===== src/hw/rtl/lcdbs_pkg.sv =====
// Shared types, sizes and constants for the double-buffered LED cube scanner.
// Used by lcdbs_ctrl, lcdbs_dp and led_cube_double_buffered_scanner; no dependencies.
package lcdbs_pkg;

	localparam int LEVELS        = 5;
	localparam int WORD_BITS     = 32;
	localparam int MESSAGE_BYTES = 21;

	localparam int WORD_BYTES  = (WORD_BITS + 7) / 8;
	localparam int LEVEL_W     = 3;
	localparam int BIT_CNT_W   = (WORD_BITS > 1) ? $clog2(WORD_BITS) : 1;
	localparam int STAGE_IDX_W = $clog2(MESSAGE_BYTES);
	localparam int STAGE_CNT_W = $clog2(MESSAGE_BYTES + 1);
	localparam int FRAME_DEPTH = 2 * LEVELS;
	localparam int FRAME_IDX_W = $clog2(FRAME_DEPTH);
	localparam int LOAD_BYTES  = 1 + LEVELS * WORD_BYTES;
	localparam int PAD_BYTES   = (LOAD_BYTES > MESSAGE_BYTES) ? LOAD_BYTES : MESSAGE_BYTES;

	localparam logic [7:0] LOAD_FRAME_OP = 8'h00;

	localparam logic [63:0] PATTERN [5] = '{
		64'hF000_0001, 64'hE800_0002, 64'hD800_0004, 64'hB800_0008, 64'h7800_0010
	};

	typedef enum logic [1:0] {
		CMD_TICK = 2'd0,
		CMD_BYTE = 2'd1,
		CMD_WEND = 2'd2,
		CMD_REND = 2'd3
	} cmd_t;

	typedef enum logic {
		ST_IDLE  = 1'b0,
		ST_SHIFT = 1'b1
	} state_t;

	// Commands from the controller to the datapath
	typedef struct packed {
		logic tick_load;
		logic shift;
		logic tick_done;
		logic byte_wr;
		logic write_end;
		logic read_end;
	} ctl_cmd_t;

	// Power-up test pattern for one level
	function automatic logic [WORD_BITS-1:0] pattern_word(input int lvl);
		logic [63:0] v;
		v = 64'd0;
		if (lvl < 5) begin
			v = PATTERN[lvl];
		end
		return v[WORD_BITS-1:0];
	endfunction

endpackage


===== src/hw/rtl/lcdbs_ctrl.sv =====
// Controller of the LED cube scanner: request decode, shift sequencing, bit counter.
// Depends on lcdbs_pkg.
module lcdbs_ctrl (
	input  logic                  clk,
	input  logic                  arst_n,
	input  logic                  start,
	input  logic [1:0]            command,
	output logic                  busy,
	output logic                  strobe,
	output logic                  latch_after,
	output lcdbs_pkg::ctl_cmd_t   cmd
);

	lcdbs_pkg::state_t                  state_q, state_d;
	logic [lcdbs_pkg::BIT_CNT_W-1:0]    cnt_q;
	logic                               last_bit;
	logic                               accept;
	lcdbs_pkg::cmd_t                    op;

	assign op       = lcdbs_pkg::cmd_t'(command);
	assign accept   = start && (state_q == lcdbs_pkg::ST_IDLE);
	assign last_bit = (cnt_q == lcdbs_pkg::BIT_CNT_W'(lcdbs_pkg::WORD_BITS - 1));

	// Next state
	always_comb begin
		state_d = state_q;
		unique case (state_q)
			lcdbs_pkg::ST_IDLE: begin
				if (accept && op == lcdbs_pkg::CMD_TICK) begin
					state_d = lcdbs_pkg::ST_SHIFT;
				end
			end
			lcdbs_pkg::ST_SHIFT: begin
				if (last_bit) begin
					state_d = lcdbs_pkg::ST_IDLE;
				end
			end
			default: state_d = lcdbs_pkg::ST_IDLE;
		endcase
	end

	// Outputs and datapath commands
	always_comb begin
		busy          = 1'b0;
		strobe        = 1'b0;
		latch_after   = 1'b0;
		cmd           = '0;
		unique case (state_q)
			lcdbs_pkg::ST_IDLE: begin
				if (accept) begin
					unique case (op)
						lcdbs_pkg::CMD_TICK: cmd.tick_load = 1'b1;
						lcdbs_pkg::CMD_BYTE: cmd.byte_wr   = 1'b1;
						lcdbs_pkg::CMD_WEND: cmd.write_end = 1'b1;
						lcdbs_pkg::CMD_REND: cmd.read_end  = 1'b1;
						default: cmd = '0;
					endcase
				end
			end
			lcdbs_pkg::ST_SHIFT: begin
				busy          = 1'b1;
				strobe        = 1'b1;
				latch_after   = last_bit;
				cmd.shift     = 1'b1;
				cmd.tick_done = last_bit;
			end
			default: cmd = '0;
		endcase
	end

	// Hold state; advance the bit counter while shifting
	always_ff @(posedge clk or negedge arst_n) begin
		if (!arst_n) begin
			state_q <= lcdbs_pkg::ST_IDLE;
			cnt_q   <= '0;
		end else begin
			state_q <= state_d;
			if (state_q == lcdbs_pkg::ST_SHIFT && !last_bit) begin
				cnt_q <= cnt_q + 1'b1;
			end else begin
				cnt_q <= '0;
			end
		end
	end

endmodule


===== src/hw/rtl/lcdbs_dp.sv =====
// Datapath of the LED cube scanner: frame store halves, staging bytes, shift register, LEDs.
// Depends on lcdbs_pkg; driven by lcdbs_ctrl commands.
module lcdbs_dp (
	input  logic                            clk,
	input  logic                            arst_n,
	input  lcdbs_pkg::ctl_cmd_t             cmd,
	input  logic [7:0]                      data_byte,
	input  logic                            transfer_ok,
	output logic                            serial_bit,
	output logic [lcdbs_pkg::LEVEL_W-1:0]   level_index,
	output logic                            write_led,
	output logic                            read_led
);

	logic [lcdbs_pkg::WORD_BITS-1:0]     frame_q [lcdbs_pkg::FRAME_DEPTH];
	logic [7:0]                          stage_q [lcdbs_pkg::MESSAGE_BYTES];
	logic [lcdbs_pkg::STAGE_CNT_W-1:0]   count_q;
	logic [lcdbs_pkg::LEVEL_W-1:0]       level_q;
	logic                                front_q;
	logic                                swap_pending_q;
	logic                                write_led_q;
	logic                                read_led_q;
	logic [lcdbs_pkg::WORD_BITS-1:0]     shift_q;

	logic                                do_swap;
	logic                                front_next;
	logic [lcdbs_pkg::FRAME_IDX_W-1:0]   rd_idx;
	logic [lcdbs_pkg::PAD_BYTES-1:0][7:0] padded;
	logic [lcdbs_pkg::WORD_BITS-1:0]     load_word [lcdbs_pkg::LEVELS];
	logic [lcdbs_pkg::WORD_BYTES*8-1:0]  wide_word [lcdbs_pkg::LEVELS];
	logic                                load_back;

	// Swap halves on a tick at level zero with a pending swap
	assign do_swap    = (level_q == '0) && swap_pending_q;
	assign front_next = front_q ^ do_swap;
	assign rd_idx     = front_next
		? lcdbs_pkg::FRAME_IDX_W'(lcdbs_pkg::LEVELS + int'(level_q))
		: lcdbs_pkg::FRAME_IDX_W'(level_q);

	// Staged bytes past the fill count read as zero
	always_comb begin
		padded = '0;
		for (int i = 0; i < lcdbs_pkg::MESSAGE_BYTES; i++) begin
			if (lcdbs_pkg::STAGE_CNT_W'(i) < count_q) begin
				padded[i] = stage_q[i];
			end
		end
	end

	// Assemble the payload words little-endian
	always_comb begin
		for (int w = 0; w < lcdbs_pkg::LEVELS; w++) begin
			for (int b = 0; b < lcdbs_pkg::WORD_BYTES; b++) begin
				wide_word[w][8*b +: 8] = padded[1 + w*lcdbs_pkg::WORD_BYTES + b];
			end
			load_word[w] = wide_word[w][lcdbs_pkg::WORD_BITS-1:0];
		end
	end

	assign load_back = cmd.write_end && transfer_ok && (padded[0] == lcdbs_pkg::LOAD_FRAME_OP);

	// Frame store: test pattern at reset, back half loaded on a frame-load request
	always_ff @(posedge clk or negedge arst_n) begin
		if (!arst_n) begin
			for (int h = 0; h < 2; h++) begin
				for (int l = 0; l < lcdbs_pkg::LEVELS; l++) begin
					frame_q[h*lcdbs_pkg::LEVELS + l] <= lcdbs_pkg::pattern_word(l);
				end
			end
		end else if (load_back) begin
			for (int w = 0; w < lcdbs_pkg::LEVELS; w++) begin
				if (front_q) begin
					frame_q[w] <= load_word[w];
				end else begin
					frame_q[lcdbs_pkg::LEVELS + w] <= load_word[w];
				end
			end
		end
	end

	// Staging bytes, opcode first and then payload; the fill count marks what is valid
	always_ff @(posedge clk) begin
		if (cmd.byte_wr && count_q < lcdbs_pkg::STAGE_CNT_W'(lcdbs_pkg::MESSAGE_BYTES)) begin
			stage_q[count_q[lcdbs_pkg::STAGE_IDX_W-1:0]] <= data_byte;
		end
	end

	// Shift register: load the level word, then drop one bit per cycle
	always_ff @(posedge clk) begin
		if (cmd.tick_load) begin
			shift_q <= frame_q[rd_idx];
		end else if (cmd.shift) begin
			shift_q <= shift_q >> 1;
		end
	end

	// Control state: fill count, level, halves, swap flag, LEDs
	always_ff @(posedge clk or negedge arst_n) begin
		if (!arst_n) begin
			count_q        <= '0;
			level_q        <= '0;
			front_q        <= 1'b0;
			swap_pending_q <= 1'b0;
			write_led_q    <= 1'b0;
			read_led_q     <= 1'b0;
		end else begin
			if (cmd.byte_wr && count_q < lcdbs_pkg::STAGE_CNT_W'(lcdbs_pkg::MESSAGE_BYTES)) begin
				count_q <= count_q + 1'b1;
			end
			if (cmd.write_end || cmd.read_end) begin
				count_q <= '0;
			end
			if (cmd.tick_load && do_swap) begin
				front_q        <= ~front_q;
				swap_pending_q <= 1'b0;
			end
			if (load_back) begin
				swap_pending_q <= 1'b1;
			end
			if (cmd.write_end && transfer_ok) begin
				write_led_q <= ~write_led_q;
			end
			if (cmd.read_end && transfer_ok) begin
				read_led_q <= ~read_led_q;
			end
			if (cmd.tick_done) begin
				if (level_q == lcdbs_pkg::LEVEL_W'(lcdbs_pkg::LEVELS - 1)) begin
					level_q <= '0;
				end else begin
					level_q <= level_q + 1'b1;
				end
			end
		end
	end

	assign serial_bit  = shift_q[0];
	assign level_index = level_q;
	assign write_led   = write_led_q;
	assign read_led    = read_led_q;

endmodule


===== src/hw/rtl/led_cube_double_buffered_scanner.sv =====
// Channel   Handshake              Payload
// request   start, busy            command, data_byte, transfer_ok
// result    strobe (no back-off)   serial_bit, level_index, latch_after, write_led, read_led
//
// A refresh tick first swaps the halves if a swap is due and loads the shift register,
// then gives one result per bit, paced by the shift register and its bit counter.
// Byte, write-end and read-end requests give no result.
// Reset (arst_n low) restores the test pattern in both frame halves and clears all control.
// Results come one per cycle while busy is high; the receiver cannot stall them.
// Depends on lcdbs_pkg, lcdbs_ctrl and lcdbs_dp.
module led_cube_double_buffered_scanner (
	input  logic                            clk,
	input  logic                            arst_n,
	input  logic                            start,
	output logic                            busy,
	input  logic [1:0]                      command,
	input  logic [7:0]                      data_byte,
	input  logic                            transfer_ok,
	output logic                            strobe,
	output logic                            serial_bit,
	output logic [lcdbs_pkg::LEVEL_W-1:0]   level_index,
	output logic                            latch_after,
	output logic                            write_led,
	output logic                            read_led
);

	lcdbs_pkg::ctl_cmd_t cmd;

	lcdbs_ctrl u_ctrl (
		.clk         (clk),
		.arst_n      (arst_n),
		.start       (start),
		.command     (command),
		.busy        (busy),
		.strobe      (strobe),
		.latch_after (latch_after),
		.cmd         (cmd)
	);

	lcdbs_dp u_dp (
		.clk         (clk),
		.arst_n      (arst_n),
		.cmd         (cmd),
		.data_byte   (data_byte),
		.transfer_ok (transfer_ok),
		.serial_bit  (serial_bit),
		.level_index (level_index),
		.write_led   (write_led),
		.read_led    (read_led)
	);

endmodule


===== config.mk =====
export PLATFORM = sky130hd
export DESIGN_NAME = led_cube_double_buffered_scanner
export DESIGN_NICKNAME = d
export VERILOG_FILES = /design/src/hw/rtl/lcdbs_pkg.sv /design/src/hw/rtl/lcdbs_ctrl.sv /design/src/hw/rtl/lcdbs_dp.sv /design/src/hw/rtl/led_cube_double_buffered_scanner.sv
export SDC_FILE = /design/constraint.sdc
export NUM_CORES = 1
export LEC_CHECK = 0
export BUFFER_PORTS_ARGS = -buffer_cell sky130_fd_sc_hd__buf_2
export CAP_MARGIN = 25
export CELL_PAD_IN_SITES_DETAIL_PLACEMENT = 0
export CELL_PAD_IN_SITES_GLOBAL_PLACEMENT = 1
export CORE_MARGIN = 3
export CORE_UTILIZATION = 35
export DETAILED_ROUTE_END_ITERATION = 8
export PLACE_DENSITY_LB_ADDON = 0.1
export SLEW_MARGIN = 20
export SYNTH_ARGS = -nofsm -noshare
export SYNTH_HDL_FRONTEND = slang
export SYNTH_HIERARCHICAL = 1
export SYNTH_SLANG_ARGS = --single-unit

===== constraint.sdc =====
create_clock -name clk -period 3.94 [get_ports clk]
set_clock_uncertainty 0.15 [all_clocks]
set_input_delay 0.197 -clock clk [delete_from_list [all_inputs] [get_ports clk]]
set_output_delay 0.197 -clock clk [all_outputs]
set_load 0.005 [all_outputs]

# Word level (Yosys, flattened, before mapping)

Memory sizes are Yosys's and may differ from the RTL's.
Index checks and enable logic that the tools add are counted.

Bits in registers: 370
Memory bits (writable): 168
Memories kept: 1
Output and inout bits: 9

Memory list:

| memory       | words | width | read ports | clocked after Yosys merged registers in | wr ports | RTL line       | RTL |
|---|---|---|---|---|---|---|---|
| u_dp.stage_q | 21    | 8     | 21         | 0                                       | 1        | lcdbs_dp.sv:16 | `logic [7:0] stage_q [lcdbs_pkg::MESSAGE_BYTES];` |

Muxes and demuxes: 48
Magnitude comparators: 23
Add/sub/neg operators: 4
Bitwise logic cells: 6
Equality and inequality tests: 5
Reductions and logical operators: 19

Operators with widths:

| cell                  | number |
|---|---|
| $mux W8               | 21 |
| $bmux W32 S4          | 1 |
| $mux W32              | 4 |
| $lt A4 B5 Y1 const A  | 8 |
| $lt A5 B5 Y1 const A  | 5 |
| $lt A3 B5 Y1 const A  | 4 |
| $mux W5               | 3 |
| $mux W1               | 13 |
| $add A5 B1 Y5 const B | 2 |
| $lt A1 B5 Y1 const A  | 2 |
| $lt A2 B5 Y1 const A  | 2 |
| $logic_and A1 B1 Y1   | 9 |
| $logic_not A8 Y1      | 1 |
| $mux W3               | 2 |
| $mux W6               | 1 |
| $reduce_bool A2 Y1    | 3 |
| $eq A5 B5 Y1 const B  | 1 |
| $ge A5 B5 Y1 const B  | 1 |
| $lt A5 B5 Y1 const B  | 1 |
| $not A4 Y5            | 1 |
| $add A3 B3 Y4 const A | 1 |
| $eq A2 B2 Y1 const B  | 2 |
| $mux W4               | 1 |
| $not A1 Y1            | 4 |
| 11 further kinds      | 12 |

# Depth between registers and ports, before layout

Gate-level depths: netlist of run 1.

Depth after elaboration: 9
Depth in mapped cells: 12
Gate-level depth less buffers: 8

# Hierarchy

The synthesis of run 1 kept the hierarchy.

Modules (own cells, without submodules):

| module     | area an instance (sq um) | instances | cells each |
|---|---|---|---|
| lcdbs_dp   | 22,360.2                 | 1         | 2,061 |
| lcdbs_ctrl | 340.3                    | 1         | 33 |

# Worst setup path before layout of run 1

No wires, ideal clock.

Kind: register -> register
Start: register u_dp.level_q (netlist bit u_dp/level_index[1])
End: register u_dp/shift_q[31] (netlist name), data pin
Stages on the path, launching flop included: 13
Setup slack: 837 ps
Data arrival time: 2,694 ps
Setup time: 259 ps
Cell sequence: dfrtp_1 clkbuf_1 inv_1 ha_1 clkbuf_1 nand3b_1 xnor2_2 mux2_1 buf_4 buf_4 a221oi_1 nor3_1 a211o_1

Cells in the longest elaborated chain, start to end: 9

RTL lines:

| what                                                                  | RTL line        | RTL |
|---|---|---|
| start: declaration                                                    | lcdbs_dp.sv:18  | `logic [lcdbs_pkg::LEVEL_W-1:0] level_q;` |
| start signal: assignment                                              | lcdbs_dp.sv:130 | `level_q <= level_q + 1'b1;` |
| parallel branches: the longest is 3 deep, another holds $add A3 B3 Y4 | n/a             |  |
| $mux W4 *                                                             | lcdbs_dp.sv:37  | `? lcdbs_pkg::FRAME_IDX_W'(lcdbs_pkg::LEVELS + int'(level_q))` |
| $not A4 Y5 (implied by the code) *                                    | lcdbs_dp.sv:91  | `shift_q <= frame_q[rd_idx];` |
| $bmux W32 S4 *                                                        | lcdbs_dp.sv:91  |  |
| $mux W32 (implied by the code) * (2 in a row)                         | lcdbs_dp.sv:91  |  |
| $mux W32 *                                                            | lcdbs_dp.sv:90  | `if (cmd.tick_load) begin` |
| end signal: assignment                                                | lcdbs_dp.sv:91  |  |
| end signal: assignment                                                | lcdbs_dp.sv:93  | `shift_q <= shift_q >> 1;` |
| end: declaration                                                      | lcdbs_dp.sv:23  | `logic [lcdbs_pkg::WORD_BITS-1:0] shift_q;` |

Mark *: on every way between the ends. The select of a mux whose other input is x is not followed.
A chain may end at the register's enable or synchronous reset.

# Worst setup path after layout of run 1

Start: register u_dp.level_q (netlist bit u_dp/level_index[1])
End: register u_dp/shift_q[19] (netlist name), data pin

Same word-level chain as after synthesis.

==> flow_metrics.tcl, run 1 <==
set metrics [dict create \
    grtUsageMet3_pct 2.86 \
    routedWlPerCell_um 22.8 \
    netlist_instances 2094 \
    path_max_fanout 25 \
    cp_data_required_time_ns 4.16 \
    hold_violations 0 \
    io_buffers 22 \
    start_util_pct 35.7 \
    fin_crit_sh_pct 90.2 \
    synth_top_flop_cell "dfrtp_1" \
    slew_headroom_pct 36.6 \
    postCtsSetupBuffers 0 \
    worstSetupPathType "flop to flop" \
    status "finished clean" \
    core_um2 63700 \
    die_h_um 261 \
    grt-busiest-layer "met2" \
    synth_edf_count 200 \
    setup_tns_ns 0 \
    ios 23 \
    cts_buffers 60 \
    yosysSeqAreaShare_pct 64.0 \
    area_growth_pct 13.9 \
    grt_pass1_wl_um 104000 \
    worstSetupEndpointType "flop" \
    yosys.cell_types.count 56 \
    die_area_um2 68000 \
    gr-total-overflow 0 \
    clock-sinks 538 \
    antenna_cells 0 \
    synth_seq_cells 538 \
    vdd_ir_drop_max_uv 361 \
    grt_max_degree 128 \
    hold_path_class "input port to flop" \
    synth_area_per_cell_um2 10.8 \
    clk_latency_ns 0.62 \
    use_met2_pct 33.7 \
    grt_usage_pct 20.4 \
    slew_violations 0 \
    drtIter0Drc 1219 \
    met1_usage_pct 28.1 \
    ys_warn_count 6 \
    setup_viol 0 \
    nets 2095 \
    die_x_um 261 \
    mappedNetlistArea_um2 22700 \
    clk_pin_slew_ns 0.06 \
    drt_first_pass_iters 5 \
    totalWireLength_um 67800 \
    start_kind "flop" \
    via_per_inst 5.25 \
    power.density_nw_per_um2 484 \
    grt_pass1_vias 15800 \
    synth_nets 2117 \
    cap_violations 0 \
    cts-root-buf "clkbuf_16" \
    rsz0062_at_grt "no" \
    postRouteAntennaNets 0 \
    dp.final_hpwl_um 37200 \
    clock_path_buffers 3 \
    dpl_cell_area_um2 23800 \
    num_rows 92 \
    period_needed_ns 3.56 \
    max_clock_freq_ghz 0.281 \
    cts-htree-levels 2 \
    worst_pin_slew_ns 0.951 \
    place.gp.congestion 0.749 \
    final_layout_size_suffix_gt1_share_pct 13.2 \
    cts_tree "yes" \
    antenna_found_initial 4 \
    synth-async-reset-ratio_pct 62.8 \
    stdcell_area_um2 25900 \
    arrival_ns 3.78 \
    drc 0 \
    leakagePower_uw 0.00946 \
    via_count 15600 \
]
## kinds of logic after synthesis
family	after synthesis	share of synthesized area, %
fa+ha+maj	9	0.496
xor+xnor	10	0.419
compound gates	518	13.8
simple gates	775	14.7
flops	538	64.0
buf+inv	174	3.58
mux	70	3.09
## state kept, by name (all words and copies together), names as in the netlist
register             flops
u_dp/swap_pending_q      1
u_ctrl/state_q           1
u_dp/front_q             1
u_dp/level_index         3
u_dp/stage_q           168
u_dp/read_led            1
u_ctrl/cnt_q             5
u_dp/count_q             5
u_dp/shift_q            32
u_dp/write_led           1
u_dp/frame_q           320
## cells in the mapped netlist, types with 3 or more instances
master	instances	area (um2)
nand2_1	594	2230
dfrtp_1	288	7210
o21ai_1	254	1270
edfxtp_1	200	6010
clkbuf_1	103	387
o21ai_0	101	505
mux2i_1	69	691
nand4_1	64	400
a32oi_1	62	543
dfstp_2	50	1310
a21oi_1	40	200
or2_2	32	200
buf_2	29	145
nor2_1	22	82.6
o221a_2	22	248
and2_1	13	81.3
buf_1	13	48.8
buf_6	13	146
nand2b_1	11	68.8
ha_1	9	113
o221a_1	9	101
xnor2_1	9	78.8
inv_1	8	30.0
nand3_1	8	40.0
buf_4	7	52.6
nor3_1	7	35.0
a21o_1	6	45.0
o21ai_2	6	52.6
nor3b_1	4	30.0
a221oi_1	3	26.3
and3_1	3	18.8
o211ai_1	3	22.5
## layout make-up
cell class	instances	area [um2]
fill	6116	37800
sequential	538	14500
multi-input combinational	1382	7450
clock buffer	94	1730
tap	846	1060
timing repair buffer	81	823
clock inverter	19	234
inverter	9	33.8
## worst max-delay path, cell delays in order (launching register included)
cell      delay, ns
dfrtp_1        0.52
inv_1          0.13
ha_1           0.29
nand3b_1       0.21
xnor2_2        0.45
mux2_4         0.62
buf_4          0.31
mux2i_1        0.25
a32oi_1        0.08
o221a_2        0.28
## repair_timing
action                                  4_1_cts  5_1_grt
endpoints found under the setup margin        0        0
gates resized for setup                       0        0
hold endpoints to repair                    126        0
hold buffers                                  9        0
## metrics by stage
step                      total power [uW]  std cells  setup WS (ns)  util [%]  hold slack, ns
after global routing                 13000       2969          0.194      40.6          0.0217
after CTS                            12700       2969          0.408      40.6        0.000129
final                                12500       2969          0.384      40.6         0.00995
after floorplan                       6630       2094          0.837         -          -0.249
after detailed placement              7010       2847          0.411      37.4           0.192
after global placement                7010       2847          0.540      37.4           0.180
## cell usage in the layout, fill, tap and decap left out, drive strengths merged, types with 13 or more instances in the layout
master / n
buf: 72
o221a: 31
clkbuf: 94
and2: 13
dfrtp: 288
nand4: 66
dfstp: 50
nand2: 594
a21oi: 40
edfxtp: 200
mux2i: 69
nor2: 22
a32oi: 62
or2: 34
o21ai: 362
## power breakdown
| group | internal (uW) | total (uW) | leakage, uW | switching (uW) |
|---|---|---|---|---|
| combinational | 282 | 751 | 0.00215 | 470 |
| clock | 3330 | 5610 | 0.000946 | 2280 |
| sequential | 6040 | 6150 | 0.00636 | 110 |
## per-layer routing
metal  vias to the layer above  share of wire, %
met2                       318                47
met4                         2               2.3
met5                         -             0.021
met3                       102               4.1
met1                      7787                46
li1                       7378                 -
## final timing paths
| check | depth (start not counted) | startpoint | slack, ns | end |
|---|---|---|---|---|
| min in group asynchronous | 2 | arst_n | 0.09 | u_dp/frame_q[36] |
| setup / recovery | 9 | u_dp/level_index[1] | 0.38 | u_dp/shift_q[19] |
| setup reg to reg | 9 | u_dp/level_index[1] | 0.38 | u_dp/shift_q[19] |
| hold reg to reg | 2 | u_dp/frame_q[188] | 0.31 | u_dp/frame_q[188] |
| max in group asynchronous | 3 | arst_n | 2.50 | u_dp/frame_q[297] |
| hold / removal | 1 | data_byte[6] | 0.01 | u_dp/stage_q[19][6] |
(Power assumes the default switching activity.)
==> run 2: changes to the inputs <==
clock period = 3.23 ns   (was 3.94 ns; I/O delays follow)
==> run 2 against run 1 <==
Net effect: die area unchanged; sequential share of layout area decreased by 1.3 points; combinational power increased by 29%; clock-buffer cell count decreased by 17; clock power increased by 43%; core utilization increased by 0.93 points; fmax increased by 16%.
==> flow_metrics.tcl, run 2 (synthesized netlist as in run 1, its figures left out) <==
set metrics [dict create \
    status "finished clean" \
    pre_cts_ws_ns 0.286 \
    drt_first_pass_iters 5 \
    cts-htree-levels 2 \
    grt-busiest-layer "met2" \
    worstSetupEndpointType "flop" \
    switching_share_pct 21.9 \
    via_per_inst 5.24 \
    crit_path_start "u_dp/count_q[1]" \
    setup_tns_ns 0 \
    arrival_ns 3.37 \
    clk_latency_ns 0.63 \
    postRouteAntennaNets 0 \
    path_buf_inv 1 \
    crit_slowest_cell "or3_1" \
    critPathTopFamily "simple AND/OR/NAND/NOR gates" \
    internal_power_uw 12800 \
    drc 0 \
    hold_path_class "input port to async pin" \
    start_kind "flop" \
    dp.final_hpwl_um 38100 \
    worstSetupPathType "flop to flop" \
    dpl_cell_area_um2 24000 \
    final_layout_size_suffix_gt1_share_pct 15.1 \
    num_rows 92 \
    path_max_fanout 190 \
    multiInputGateArea_um2 7450 \
    setup_viol 0 \
    place.gp.congestion 0.753 \
    die_area_um2 68000 \
    clk_pin_slew_ns 0.06 \
    grtUsageMet3_pct 2.91 \
    cts_tree "yes" \
    met1_usage_pct 28.4 \
    gr-total-overflow 0 \
    stdcell_area_um2 26500 \
    slew_violations 0 \
    cp_cell_sequence "or3_1 > o21ai_4 > nand4_4 > buf_12 > nand2_1 > o21ai_0" \
    antenna_found_initial 3 \
    seqCellArea_um2 14500 \
    clkPwrFrac_pct 48.6 \
    layout_common_cells "nand2_1, dfrtp_1, o21ai_1" \
    start_util_pct 35.7 \
    power.density_nw_per_um2 622 \
    die_h_um 261 \
    period_needed_ns 3.06 \
    grt_pass1_wl_um 104000 \
    clock_path_buffers 3 \
    rsz0062_at_grt "no" \
    use_met2_pct 33.5 \
    p_sw_uw 3600 \
    final_common_cell "nand2_1" \
    grt_pass1_vias 16200 \
    top_register "u_dp/frame_q" \
    combPwrFrac_pct 5.9 \
    routedWlPerCell_um 22.7 \
    slew_headroom_pct 34.3 \
    max_clock_freq_ghz 0.326 \
    nFillCells 6110 \
    hold_violations 0 \
    core_um2 63700 \
    totalWireLength_um 68000 \
    cp_data_required_time_ns 3.53 \
    cts-root-buf "clkbuf_16" \
    nets 2122 \
    timing.rr.start "u_dp/count_q[1]" \
    ios 23 \
    setup_slack_ns 0.166 \
    worst_pin_slew_ns 0.986 \
    pwr-share-seq_pct 45.5 \
    cap_violations 0 \
    cpPeakStageDelay_ns 0.75 \
    io_buffers 22 \
    fin_crit_sh_pct 94.9 \
    antenna_cells 0 \
    via_count 15700 \
    largest_reg_flops 320 \
    area_growth_pct 16.5 \
    drtIter0Drc 1117 \
    vdd_ir_drop_max_uv 431 \
    cts_buffers 61 \
    leakagePower_uw 0.00979 \
    grt_max_degree 191 \
    die_x_um 261 \
    grt_usage_pct 20.4 \
    clock-sinks 538 \
]
-- run 2: changes by cell type in the layout (fill, tap and decap cells not counted), sizes merged --
| cell | before | now |
|---|---|---|
| clkinv | 11 | 17 |
| clkinvlp | 3 | 1 |
| buf | 72 | 94 |
| dlygate4sd3 | 9 | 13 |
| bufinv | 5 | 18 |
| inv | 9 | 11 |
| clkbuf | 94 | 77 |
-- run 2: worst paths after layout --
| path | to | slack, ns | cells after the start |
|---|---|---|---|
| max | u_dp/frame_q[41] | 0.17 | 6 |
| min | u_dp/frame_q[132] | 0.02 | 2 |
| max reg2reg | u_dp/frame_q[41] | 0.17 | 6 |
| min reg2reg | u_dp/frame_q[189] | 0.31 | 2 |
| max in group asynchronous | u_dp/frame_q[66] | 1.99 | 3 |
| min in group clk | u_dp/stage_q[11][4] | 0.03 | 1 |
-- run 2: cell type report --
| cell class | count | share of cell area [%] |
|---|---|---|
| clock buffer | 77 | 6.38 |
| clock inverter | 38 | 2.44 |
| inverter | 9 | 0.128 |
| multi-input combinational | 1382 | 28.2 |
| sequential | 538 | 54.9 |
| tap | 846 | 4.00 |
| timing repair buffer | 107 | 3.98 |
-- run 2: through the flow --
stage	power [uW]	util [%]	hold WS (ns)	cells
after floorplan	8090	-	-0.284	2094
after global placement	8570	37.7	0.0987	2869
after detailed placement	8570	37.7	0.0981	2869
after CTS	16700	41.6	0.00526	2997
after global routing	17100	41.6	0.00933	2997
final	16400	41.6	0.0230	2997
-- run 2: repair_timing --
item | CTS | global route
hold buffers | 13 | 0
buffers inserted | 0 | 0
endpoints found under the hold margin | 346 | 0
resized for setup | 0 | 0
-- run 2: metal layers --
metal / wire length (um) / share of wire [%]
met5: 7 / 0.010
met4: 1560 / 2.3
met3: 2920 / 4.3
met2: 31700 / 47
met1: 31800 / 47
-- run 2: power groups by stage --
stage,sequential [uW],combinational (uW),clock [uW]
after floorplan,7550,539,0
after global placement,7600,969,0
after detailed placement,7600,976,0
after CTS,7470,993,8210
after global routing,7490,1080,8480
final,7470,969,8000
==> run 3: changes to the inputs <==
ABC_AREA = 1   (was unset)
==> run 3 against run 2 <==
Net effect: the run now ends with negative hold slack left; die area rose by 7.8%; global-route usage is 0.84 points higher; clock power is 11% lower; synthesized area is 8.0% higher; sequential power grew 6.4%; core utilization shrank 0.86 points; power rose by 2.3%; hold slack got worse by 0.055 ns; wire length increased by 14%; via count increased by 19%; critical path type unchanged.
==> flow_metrics.tcl, run 3 <==
set metrics [dict create \
    cts-htree-levels 3 \
    nets 2849 \
    antenna_found_initial 3 \
    hold_violations 7 \
    grt_pass1_vias 18800 \
    path_max_fanout 18 \
    setup_slack_ns 0.197 \
    cts_buffers 66 \
    power.density_nw_per_um2 599 \
    worst_pin_slew_ns 0.813 \
    synth_edf_count 200 \
    final_common_cell "nand2_1" \
    synth_area_per_cell_um2 8.75 \
    netlist_instances 2802 \
    totalWireLength_um 77600 \
    setup_tns_ns 0 \
    via_count 18700 \
    grt-busiest-layer "met2" \
    p_total_uw 16800 \
    critPathTopFamily "simple AND/OR/NAND/NOR gates" \
    grtUsageMet3_pct 2.56 \
    routedWlPerCell_um 20.4 \
    r2r-end "u_dp/shift_q[13]" \
    critPathCapture "u_dp/shift_q[13]" \
    largest_reg_flops 320 \
    rr_worst_depth 11 \
    post_cts_resized 0 \
    cpPeakStageDelay_ns 0.53 \
    postRouteAntennaNets 0 \
    clock_path_buffers 3 \
    core_um2 68900 \
    timing.rr.start "u_dp/level_index[0]" \
    via_per_inst 4.92 \
    rsz0062_at_grt "no" \
    yosysSeqAreaShare_pct 59.3 \
    grt_usage_pct 21.3 \
    leakagePower_uw 0.0128 \
    worstSetupEndpointType "flop" \
    mappedNetlistArea_um2 24500 \
    synth_top_flop_cell "dfrtp_1" \
    clock-sinks 538 \
    slew_headroom_pct 45.6 \
    clk_pin_slew_ns 0.06 \
    clk_latency_ns 0.60 \
    postCtsSetupBuffers 0 \
    ios 23 \
    num_rows 96 \
    drc 0 \
    place.gp.congestion 0.813 \
    area_growth_pct 14.5 \
    crit_slowest_cell "nor2_1" \
    dp.final_hpwl_um 45700 \
    die_area_um2 73300 \
    arrival_ns 3.31 \
    cts_tree "yes" \
    reg2reg_slack_ns 0.20 \
    ys_warn_count 6 \
    max_clock_freq_ghz 0.330 \
    fin_crit_sh_pct 93.9 \
    cp_cell_sequence "inv_1 > ha_1 > nand3_1 > nand2_1 > nand2_2 > nor2_1 > nand3_2 > buf_4 > nor2_1 > nor2_1 > a21oi_1" \
    violations "negative hold slack" \
    path_buf_inv 2 \
    grt_pass1_wl_um 118000 \
    final_layout_size_suffix_gt1_share_pct 9.55 \
    grt_max_degree 67 \
    path_depth 11 \
    layout_common_cells "nand2_1, inv_1, nand3_1" \
    setup_viol 0 \
    use_met2_pct 34.7 \
    cts_hold_buffers 9 \
    die_x_um 271 \
    io_buffers 22 \
    cts-root-buf "clkbuf_16" \
    top_register "u_dp/frame_q" \
    synth_seq_cells 538 \
    cpMostUsedCell "nor2_1" \
    slew_violations 0 \
    worstSetupPathType "flop to flop" \
    start_kind "flop" \
    crit_path_start "u_dp/level_index[0]" \
    cap_violations 0 \
    synth-async-reset-ratio_pct 62.8 \
    status "complete, but fails checks" \
    yosys.cell_types.count 41 \
    netlist_top_cells_area "dfrtp_1, edfxtp_1, nand2_1" \
    synth_top_area_share_pct 29.4 \
    met1_usage_pct 29.4 \
    yosysTopAreaCell "dfrtp_1" \
    netlist_top_cells_count "nand2_1, inv_1, nand3_1, o21ai_0, dfrtp_1" \
    die_h_um 271 \
    hold_path_class "input port to async pin" \
    pre_cts_ws_ns 0.242 \
    cp_data_required_time_ns 3.51 \
    period_needed_ns 3.03 \
    synth_most_common_cell "nand2_1" \
    gr-total-overflow 0 \
    start_util_pct 35.6 \
    fin_hold_ws_ns -0.0323 \
    drt_first_pass_iters 5 \
    drtIter0Drc 1198 \
    vdd_ir_drop_max_uv 420 \
    synth_nets 2825 \
]
==> run 3: final cells by class <==
type | instances | area [um2]
fill | 7034 | 40900
sequential | 538 | 14500
multi-input combinational | 1635 | 7390
clock buffer | 96 | 1810
inverter | 473 | 1790
tap | 931 | 1160
timing repair buffer | 112 | 1130
clock inverter | 26 | 236
antenna | 1 | 2.50
==> run 3: logic make-up (layout without fill, tap and decap cells) <==
family,after synthesis,count (layout),synth area share (%)
flops,538,538,59.3
buf+inv,629,707,10.9
xor+xnor,3,3,0.107
fa+ha+maj,9,9,0.459
simple gates,1234,1234,21.2
compound gates,389,389,8.08
other cells,0,1,0
==> run 3: layer usage <==
metal / vias to the layer above / share of wire [%]
met5: - / 0
met4: 0 / 3.2
met3: 123 / 4.1
met2: 439 / 47
met1: 9260 / 46
li1: 8925 / -
==> run 3: worst reg2reg max path, cell delays in order, from the launching register on <==
cell,delay (ns)
dfrtp_1,0.37
inv_1,0.17
ha_1,0.22
nand3_1,0.12
nand2_1,0.22
nand2_2,0.22
nor2_1,0.53
nand3_2,0.16
buf_4,0.27
nor2_1,0.17
nor2_1,0.05
a21oi_1,0.20
==> run 3: report_power, final <==
part           switching [uW]  internal [uW]  leakage [uW]
clock                    2960           4170      0.000998
sequential                204           7750       0.00529
combinational            1240            493       0.00647
==> run 3: worst min path at each step <==
stage	startpoint	endpoint	slack (ns)	depth (start not counted)
6_report	arst_n	u_dp/frame_q[107]	-0.03	2
5_1_grt	data_byte[5]	u_dp/stage_q[1][5]	0.01	1
4_1_cts	data_byte[0]	u_dp/stage_q[4][0]	0.004	1
3_5_place_dp	arst_n	u_dp/frame_q[75]	0.05	1
3_3_place_gp	arst_n	u_dp/frame_q[107]	0.04	1
2_1_floorplan	arst_n	u_ctrl/cnt_q[0]	-0.28	0
==> run 3: per-stage QoR <==
stage	area [um2]	std cells	util [%]
after global routing	28100	3811	40.7
after CTS	28100	3811	40.7
after floorplan	24500	2802	-
final	28100	3812	40.7
after global placement	25900	3680	37.6
after detailed placement	25900	3680	37.6
